<file path="config.mk">
export PLATFORM = sky130hd
export DESIGN_NAME = cascaded_moving_average_flat
export DESIGN_NICKNAME = d
export VERILOG_FILES = /design/src/rtl/cma_pkg.sv /design/src/rtl/cma_sample_if.sv /design/src/rtl/cma_result_if.sv /design/src/rtl/cma_ring_ram.sv /design/src/rtl/cascaded_moving_average.sv /design/src/flat_wrapper.sv
export SDC_FILE = /design/constraint.sdc
export NUM_CORES = 1
export LEC_CHECK = 0
export BUFFER_PORTS_ARGS = -buffer_cell sky130_fd_sc_hd__buf_2
export CAP_MARGIN = 20
export CORE_MARGIN = 2
export CORE_UTILIZATION = 45
export CTS_BUF_LIST = sky130_fd_sc_hd__clkbuf_2
export DETAILED_ROUTE_END_ITERATION = 6
export PLACE_DENSITY_LB_ADDON = 0.05
export REMOVE_ABC_BUFFERS = 1
export SLEW_MARGIN = 15
export SYNTH_ARGS = -nofsm -noshare
export SYNTH_HDL_FRONTEND = slang
export SYNTH_SLANG_ARGS = --single-unit
</file>
<file path="constraint.sdc">
create_clock -name clk -period 3.95 [get_ports clk]
set_input_delay 0.1975 -clock clk [delete_from_list [all_inputs] [get_ports clk]]
set_output_delay 0.1975 -clock clk [all_outputs]
set_load 0.05 [all_outputs]
</file>
<file path="src/rtl/cma_pkg.sv">
// Package for the cascaded moving average block.
// Holds default parameter values, port field widths and payload types.
// No dependencies.
`default_nettype none

package cma_pkg;

    localparam int SAMPLE_WINDOW_DEF = 16;
    localparam int MEAN_WINDOW_DEF   = 8;
    localparam int SAMPLE_BITS_DEF   = 14;

    localparam int SAMPLE_W   = 14;
    localparam int MEAN_OUT_W = 14;
    localparam int SUM_OUT_W  = 17;

    typedef logic [SAMPLE_W-1:0]   sample_t;
    typedef logic [MEAN_OUT_W-1:0] mean_out_t;
    typedef logic [SUM_OUT_W-1:0]  sum_out_t;

endpackage

`default_nettype wire

</file>
<file path="src/rtl/cma_sample_if.sv">
// Input channel of the cascaded moving average: one converter sample per transaction.
// Depends on cma_pkg.
`default_nettype none

interface cma_sample_if;
    import cma_pkg::*;

    logic    valid;
    logic    ready;
    sample_t sample;

    modport source (output valid, output sample, input ready);
    modport sink   (input valid, input sample, output ready);

endinterface

`default_nettype wire

</file>
<file path="src/rtl/cma_result_if.sv">
// Output channel of the cascaded moving average: window mean, mean sum and wrap flag.
// Depends on cma_pkg.
`default_nettype none

interface cma_result_if;
    import cma_pkg::*;

    logic      valid;
    logic      ready;
    mean_out_t window_mean;
    sum_out_t  mean_sum;
    logic      block_done;

    modport source (output valid, output window_mean, output mean_sum, output block_done,
                    input ready);
    modport sink   (input valid, input window_mean, input mean_sum, input block_done,
                    output ready);

endinterface

`default_nettype wire

</file>
<file path="src/rtl/cma_ring_ram.sv">
// Ring storage with one write and one registered read port, cleared at reset by valid bits.
// Forwards a write to a read of the same entry in the same cycle. No dependencies.
`default_nettype none

module cma_ring_ram #(
    parameter int DEPTH = 16,
    parameter int WIDTH = 14,
    parameter int AW    = 4
) (
    input  logic             clk,
    input  logic             rst_n,
    input  logic             rd_en,
    input  logic [AW-1:0]    rd_addr,
    output logic [WIDTH-1:0] rd_data,
    input  logic             wr_en,
    input  logic [AW-1:0]    wr_addr,
    input  logic [WIDTH-1:0] wr_data
);

    logic [WIDTH-1:0] mem_reg [DEPTH];
    logic [DEPTH-1:0] valid_reg;
    logic [WIDTH-1:0] mem_rd_reg;
    logic [WIDTH-1:0] fwd_data_reg;
    logic             fwd_sel_reg;
    logic             hit_sel_reg;

    always_ff @(posedge clk or negedge rst_n)
    begin
        if (!rst_n)
        begin
            valid_reg <= '0;
        end
        else if (wr_en)
        begin
            valid_reg[wr_addr] <= 1'b1;
        end
    end

    always_ff @(posedge clk)
    begin
        if (wr_en)
        begin
            mem_reg[wr_addr] <= wr_data;
        end
        if (rd_en)
        begin
            mem_rd_reg   <= mem_reg[rd_addr];
            fwd_data_reg <= wr_data;
            fwd_sel_reg  <= wr_en && (wr_addr == rd_addr);
            hit_sel_reg  <= valid_reg[rd_addr];
        end
    end

    assign rd_data = fwd_sel_reg ? fwd_data_reg : (hit_sel_reg ? mem_rd_reg : '0);

endmodule

`default_nettype wire

</file>
<file path="src/rtl/cascaded_moving_average.sv">
// Top level of the cascaded moving average: sample ring, mean ring and running sums.
// Depends on cma_pkg, cma_sample_if, cma_result_if and cma_ring_ram.
//
//   channel   modport  payload                              transaction
//   samples   sink     sample[13:0]                         valid && ready
//   results   source   window_mean[13:0] mean_sum[16:0]     valid && ready
//                      block_done
//
// One sample per cycle sustained; a result is formed in steps after its sample:
// ring read at acceptance, sum update and ring write-back in the update stage,
// then the output register. Reset clears both rings through per-entry valid bits,
// so the block takes samples in the first cycle after reset. A stalled output
// holds the update stage; the input stalls only when both stages are full.
`default_nettype none

module cascaded_moving_average #(
    parameter int SAMPLE_WINDOW = cma_pkg::SAMPLE_WINDOW_DEF,
    parameter int MEAN_WINDOW   = cma_pkg::MEAN_WINDOW_DEF,
    parameter int SAMPLE_BITS   = cma_pkg::SAMPLE_BITS_DEF
) (
    input  logic         clk,
    input  logic         rst_n,
    cma_sample_if.sink   samples,
    cma_result_if.source results
);
    import cma_pkg::*;

    localparam int SAW   = (SAMPLE_WINDOW > 1) ? $clog2(SAMPLE_WINDOW) : 1;
    localparam int MAW   = (MEAN_WINDOW > 1) ? $clog2(MEAN_WINDOW) : 1;
    localparam int SUM_W = SAMPLE_BITS + $clog2(SAMPLE_WINDOW);
    localparam int TOT_W = SAMPLE_BITS + $clog2(MEAN_WINDOW);
    localparam int DIV_L = $clog2(SAMPLE_WINDOW);
    localparam int DIV_S = SUM_W + DIV_L;
    localparam int RCP_W = SUM_W + 1;
    localparam int PRD_W = SUM_W + RCP_W;
    localparam logic [RCP_W-1:0] DIV_RCP =
        RCP_W'(((64'd1 << DIV_S) + 64'(SAMPLE_WINDOW) - 64'd1) / 64'(SAMPLE_WINDOW));

    logic                   s1_valid_reg,  s1_valid_next;
    logic                   s1_wrap_reg;
    logic [SAMPLE_BITS-1:0] s1_sample_reg;
    logic [SAW-1:0]         s1_slot_reg;
    logic [SAW-1:0]         slot_reg,      slot_next;
    logic [MAW-1:0]         mslot_reg,     mslot_next;
    logic [SUM_W-1:0]       sum_reg,       sum_next;
    logic [TOT_W-1:0]       total_reg,     total_next;
    logic                   out_valid_reg, out_valid_next;
    mean_out_t              out_mean_reg;
    sum_out_t               out_sum_reg;
    logic                   out_done_reg;

    logic                   out_free;
    logic                   s1_adv;
    logic                   accept;
    logic                   push_now;
    logic                   wrap_now;
    logic [SAMPLE_BITS-1:0] s_in;
    logic [SAW-1:0]         slot_inc;
    logic [MAW-1:0]         mslot_inc;
    logic [MAW-1:0]         mean_rd_addr;
    logic [SAMPLE_BITS-1:0] old_sample;
    logic [SAMPLE_BITS-1:0] old_mean;
    logic [SAMPLE_BITS-1:0] latest_mean;

    function automatic logic [SAMPLE_BITS-1:0] window_div(input logic [SUM_W-1:0] sum);
        logic [PRD_W-1:0] prod;
        prod = PRD_W'(sum) * PRD_W'(DIV_RCP);
        return prod[DIV_S +: SAMPLE_BITS];
    endfunction

    assign out_free      = !out_valid_reg || results.ready;
    assign s1_adv        = s1_valid_reg && out_free;
    assign samples.ready = !s1_valid_reg || out_free;
    assign accept        = samples.valid && samples.ready;
    assign push_now      = s1_adv && s1_wrap_reg;

    assign s_in         = SAMPLE_BITS'(samples.sample);
    assign wrap_now     = (slot_reg == SAW'(SAMPLE_WINDOW - 1));
    assign slot_inc     = wrap_now ? '0 : slot_reg + 1'b1;
    assign mslot_inc    = (mslot_reg == MAW'(MEAN_WINDOW - 1)) ? '0 : mslot_reg + 1'b1;
    assign mean_rd_addr = push_now ? mslot_inc : mslot_reg;
    assign latest_mean  = window_div(sum_reg);

    cma_ring_ram #(
        .DEPTH (SAMPLE_WINDOW),
        .WIDTH (SAMPLE_BITS),
        .AW    (SAW)
    ) u_sample_ram (
        .clk     (clk),
        .rst_n   (rst_n),
        .rd_en   (accept),
        .rd_addr (slot_reg),
        .rd_data (old_sample),
        .wr_en   (s1_adv),
        .wr_addr (s1_slot_reg),
        .wr_data (s1_sample_reg)
    );

    cma_ring_ram #(
        .DEPTH (MEAN_WINDOW),
        .WIDTH (SAMPLE_BITS),
        .AW    (MAW)
    ) u_mean_ram (
        .clk     (clk),
        .rst_n   (rst_n),
        .rd_en   (accept),
        .rd_addr (mean_rd_addr),
        .rd_data (old_mean),
        .wr_en   (push_now),
        .wr_addr (mslot_reg),
        .wr_data (latest_mean)
    );

    always_comb
    begin
        sum_next   = sum_reg - SUM_W'(old_sample) + SUM_W'(s1_sample_reg);
        total_next = s1_wrap_reg ? (total_reg - TOT_W'(old_mean) + TOT_W'(latest_mean))
                                 : total_reg;

        slot_next      = accept ? slot_inc : slot_reg;
        mslot_next     = push_now ? mslot_inc : mslot_reg;
        s1_valid_next  = accept ? 1'b1 : (s1_adv ? 1'b0 : s1_valid_reg);
        out_valid_next = s1_adv ? 1'b1 : (results.ready ? 1'b0 : out_valid_reg);
    end

    always_ff @(posedge clk or negedge rst_n)
    begin
        if (!rst_n)
        begin
            s1_valid_reg  <= 1'b0;
            out_valid_reg <= 1'b0;
            slot_reg      <= '0;
            mslot_reg     <= '0;
            sum_reg       <= '0;
            total_reg     <= '0;
        end
        else
        begin
            s1_valid_reg  <= s1_valid_next;
            out_valid_reg <= out_valid_next;
            slot_reg      <= slot_next;
            mslot_reg     <= mslot_next;
            if (s1_adv)
            begin
                sum_reg   <= sum_next;
                total_reg <= total_next;
            end
        end
    end

    always_ff @(posedge clk)
    begin
        if (accept)
        begin
            s1_sample_reg <= s_in;
            s1_slot_reg   <= slot_reg;
            s1_wrap_reg   <= wrap_now;
        end
        if (s1_adv)
        begin
            out_mean_reg <= MEAN_OUT_W'(window_div(sum_next));
            out_sum_reg  <= SUM_OUT_W'(total_next);
            out_done_reg <= s1_wrap_reg;
        end
    end

    assign results.valid       = out_valid_reg;
    assign results.window_mean = out_mean_reg;
    assign results.mean_sum    = out_sum_reg;
    assign results.block_done  = out_done_reg;

endmodule

`default_nettype wire

</file>
<file path="src/flat_wrapper.sv">
// flat-port wrapper written by rule: the top's interface ports become plain ports
module cascaded_moving_average_flat import cma_pkg::*;
#(
    parameter int SAMPLE_WINDOW = cma_pkg::SAMPLE_WINDOW_DEF,
    parameter int MEAN_WINDOW   = cma_pkg::MEAN_WINDOW_DEF,
    parameter int SAMPLE_BITS   = cma_pkg::SAMPLE_BITS_DEF
)
  (clk, rst_n, samples_valid, samples_sample, samples_ready, results_valid, results_window_mean, results_mean_sum, results_block_done, results_ready);
  cma_sample_if samples_i ();
  cma_result_if results_i ();
  input  logic clk;
  input  logic rst_n;
  input wire logic [$bits(samples_i.valid)-1:0] samples_valid;
  input wire logic [$bits(samples_i.sample)-1:0] samples_sample;
  output wire logic [$bits(samples_i.ready)-1:0] samples_ready;
  output wire logic [$bits(results_i.valid)-1:0] results_valid;
  output wire logic [$bits(results_i.window_mean)-1:0] results_window_mean;
  output wire logic [$bits(results_i.mean_sum)-1:0] results_mean_sum;
  output wire logic [$bits(results_i.block_done)-1:0] results_block_done;
  input wire logic [$bits(results_i.ready)-1:0] results_ready;
  assign samples_i.valid = samples_valid;
  assign samples_i.sample = samples_sample;
  assign samples_ready = samples_i.ready;
  assign results_valid = results_i.valid;
  assign results_window_mean = results_i.window_mean;
  assign results_mean_sum = results_i.mean_sum;
  assign results_block_done = results_i.block_done;
  assign results_i.ready = results_ready;
  cascaded_moving_average #(.SAMPLE_WINDOW(SAMPLE_WINDOW), .MEAN_WINDOW(MEAN_WINDOW), .SAMPLE_BITS(SAMPLE_BITS)) u_core (.clk(clk), .rst_n(rst_n), .samples(samples_i), .results(results_i));
endmodule
</file>
==> reports/qor.yml <==
outcome:
  status: "complete, no violations"
timing:
  drv_slew: 0
  finalCriticalPeriod_ns: 3.67
  fmax_ghz: 0.272
  fin_ws_ns: 0.276
  finalSetupViolations: 0
  slew_headroom_pct: 33.9
  period_share_pct: 93.0
  tightest_slew_ns: 0.991
  hold_violations: 0
  finClkSkew_ns: 0.0722
  rsz0062_at_grt: "false"
clock_tree:
  clockBufferDepth: 3
  post_cts_buffers: 0
  clkSlewWorstSetupHoldPaths_ns: 0.11
  clock_latency_ns: 1.30
  cts_buffers: 138
  cts_num_sinks: 515
  cts-root-buf: "clkbuf_2"
  htreeDepth: 4
  cts_tree: "yes"
synthesis:
  yosys.area.top_type: "edfxtp_1"
  synthTopCellsByArea: "edfxtp_1 (61%), dfrtp_1 (7.7%), mux2i_1 (5.6%), mux4_2 (4.6%), fa_1 (2.5%)"
  syn_area_per_cell_um2: 16.6
  yosysSeqAreaShare_pct: 68.5
  synthCells: 1334
  synth_area_um2: 22100
  synth-edff-count: 447
  ys_warn_count: 0
  synth_ff_type: "edfxtp_1"
  synth-async-reset-ratio_pct: 13.2
  ys_types: 65
  synth-seq-cells: 515
  synth_top_area_share_pct: 60.8
drt:
  firstDrtPassIters: 5
  routed_via_density: 5.30
  wl_um: 52400
  antenna_left: 0
  num_vias: 12465
  drc: 0
  drt_iter0_markers: 750
  post_drt_wl_per_cell_um: 22.3
critical_path:
  cp.arrival_ns: 4.83
  critPathMaxStageDelay_ns: 0.53
  rrSetupSlack_ns: 0.28
  start_kind: "register"
  worstPathMaxFanout: 7
  crit_chain: "nor2b_1 > buf_4 > a22oi_1 > fa_1 > ha_1 > a21o_1 > a31o_1 > o311a_4 > o311ai_1 > o311ai_2 > mux2_4"
  crit_buf_inv: 1
  slowest_stage: "fa_1"
  critPathTopFamily: "compound AO/OA/AOI/OAI gates"
  cp_data_required_time_ns: 5.11
  critPathKind: "register to register"
  critical_path.endpoint_type: "register"
global_route:
  grt_pass1_vias: 12955
  track_usage_pct: 21.7
  grt_pass1_wl_um: 79600
  antenna_found_initial: 2
  grt_max_degree: 59
  grt_overflow: 0
power:
  total_power_uw: 21800
  swShare_pct: 40.2
  p_switching_uw: 8750
  p_comb_share_pct: 45.8
  power.leakage_uw: 0.00967
  peakVddDrop_uv: 391
  power_density_nw_per_um2: 862
  pwr-share-clk_pct: 17.0
  internal_power_uw: 13000
  pwr-share-seq_pct: 37.2
floorplanning:
  chipWidth_um: 226
  placementRows: 81
  start_util_pct: 45.3
  die_h_um: 226
  die_area_um2: 50900
  ios: 52
  core_um2: 48700
placement:
  place_area_um2: 23600
  dp_slack_ns: -0.141
  numPortBuffers: 51
  dpl.cell_count: 2060
  hpwl_um: 33200
  gp_congestion: 0.858
layout:
  design_area_um2: 25300
  drive_above_1_share_pct: 29.1
  fillers: 4208
  nNetsFinal: 1661
  post-route-util_pct: 51.8
  final_common_cell: "edfxtp_1"
  final_cell_mix: "edfxtp_1 (447), clkbuf_2 (213), mux2i_1 (124)"
  largest_reg_flops: 224
  synthToLayoutAreaGrowth_pct: 14.3
  fin_cells: 2350
worst_hold_path:
  min_path_type: "input port to register"
run:
  drv_cap: 0
tightest hold or removal path: cells and delay by family:
kind | cells | cell delay [ns]
buffers and inverters | 3 | 1.16
through the flow:
step / setup TNS (ns) / hold WS [ns]
3_5_place_dp: -0.481 / 0.334
3_3_place_gp: -0.342 / 0.322
6_report: 0 / 0.166
2_1_floorplan: -50.92 / -0.0981
4_1_cts: 0 / 0.0118
5_1_grt: 0 / 0.0857
path summary, 6_finish.rpt:
kind,cells past startpoint,from,to
worst max-delay path,11,u_core.u_sample_ram.fwd_sel_reg,u_core.sum_reg[16]
max in group asynchronous,5,rst_n,u_core.u_sample_ram.valid_reg[9]
min in group asynchronous,5,rst_n,u_core.u_mean_ram.valid_reg[3]
worst max register to register,11,u_core.u_sample_ram.fwd_sel_reg,u_core.sum_reg[16]
worst min-delay path,3,samples_sample[4],u_core.s1_sample_reg[4]
worst min register to register,1,u_core.u_mean_ram.valid_reg[5],u_core.u_mean_ram.valid_reg[5]
synth_stat cells (14+ instances only):
master,number
o21ai_0,28
buf_2,24
a21o_1,27
nor2_1,32
nand2_1,76
nand3_1,18
fa_1,28
a22oi_1,24
a21oi_1,35
mux2i_1,124
xnor2_1,27
dfrtp_1,68
nor3_1,17
edfxtp_1,447
or2_2,25
mux2_2,43
inv_1,25
nor2b_1,14
mux4_2,45
clkbuf_1,25
ha_1,38
per-layer routing:
layer / GRT usage, % / up-vias / part of all wire (%)
met4: 8.57 / 0 / 2.2
met2: 36.7 / 291 / 51
met5: 0 / - / 0
met1: 27.1 / 6310 / 42
li1: - / 5780 / -
met3: 4.98 / 84 / 4.3
power by group through the flow:
stage	registers [µW]	clock network, µW	logic, µW
finish	8100	3710	9970
global route	8210	4140	11000
CTS	8120	3860	10000
detailed placement	8240	0	9940
global placement	8220	0	9910
floorplan	8680	0	6710
area by class of cell:
cell class	instances	area, µm²	area share (%)
well taps	664	831	3.29
clock inverters	29	169	0.669
clock buffers	213	1070	4.22
flip-flops and latches	515	15100	59.9
repair buffers	161	1250	4.96
inverters	26	100	0.396
diodes	7	17.5	0.0694
multi-input cells	735	6690	26.5
cells by family (layout without fill, tap and decap cells):
logic type      after synthesis  count (layout)  share of synthesized area [%]
fa+ha+maj                    66              66                           4.69
flops                       515             515                           68.5
xor+xnor                     36              36                           1.43
simple gates                229             229                           5.15
other cells                   0               7                              0
compound gates              191             191                           6.15
mux                         213             213                           12.5
buf+inv                      84             429                           1.67
repair_timing:
action / 4_1_cts / 5_1_grt
pin swaps: 0 / 0
setup endpoints to repair: 8 / 8
gates cloned: 0 / 0
endpoints found under the hold margin: 159 / 0
gates resized for setup: 1 / 1
hold buffers: 41 / 0
(Power assumes the default switching activity.)
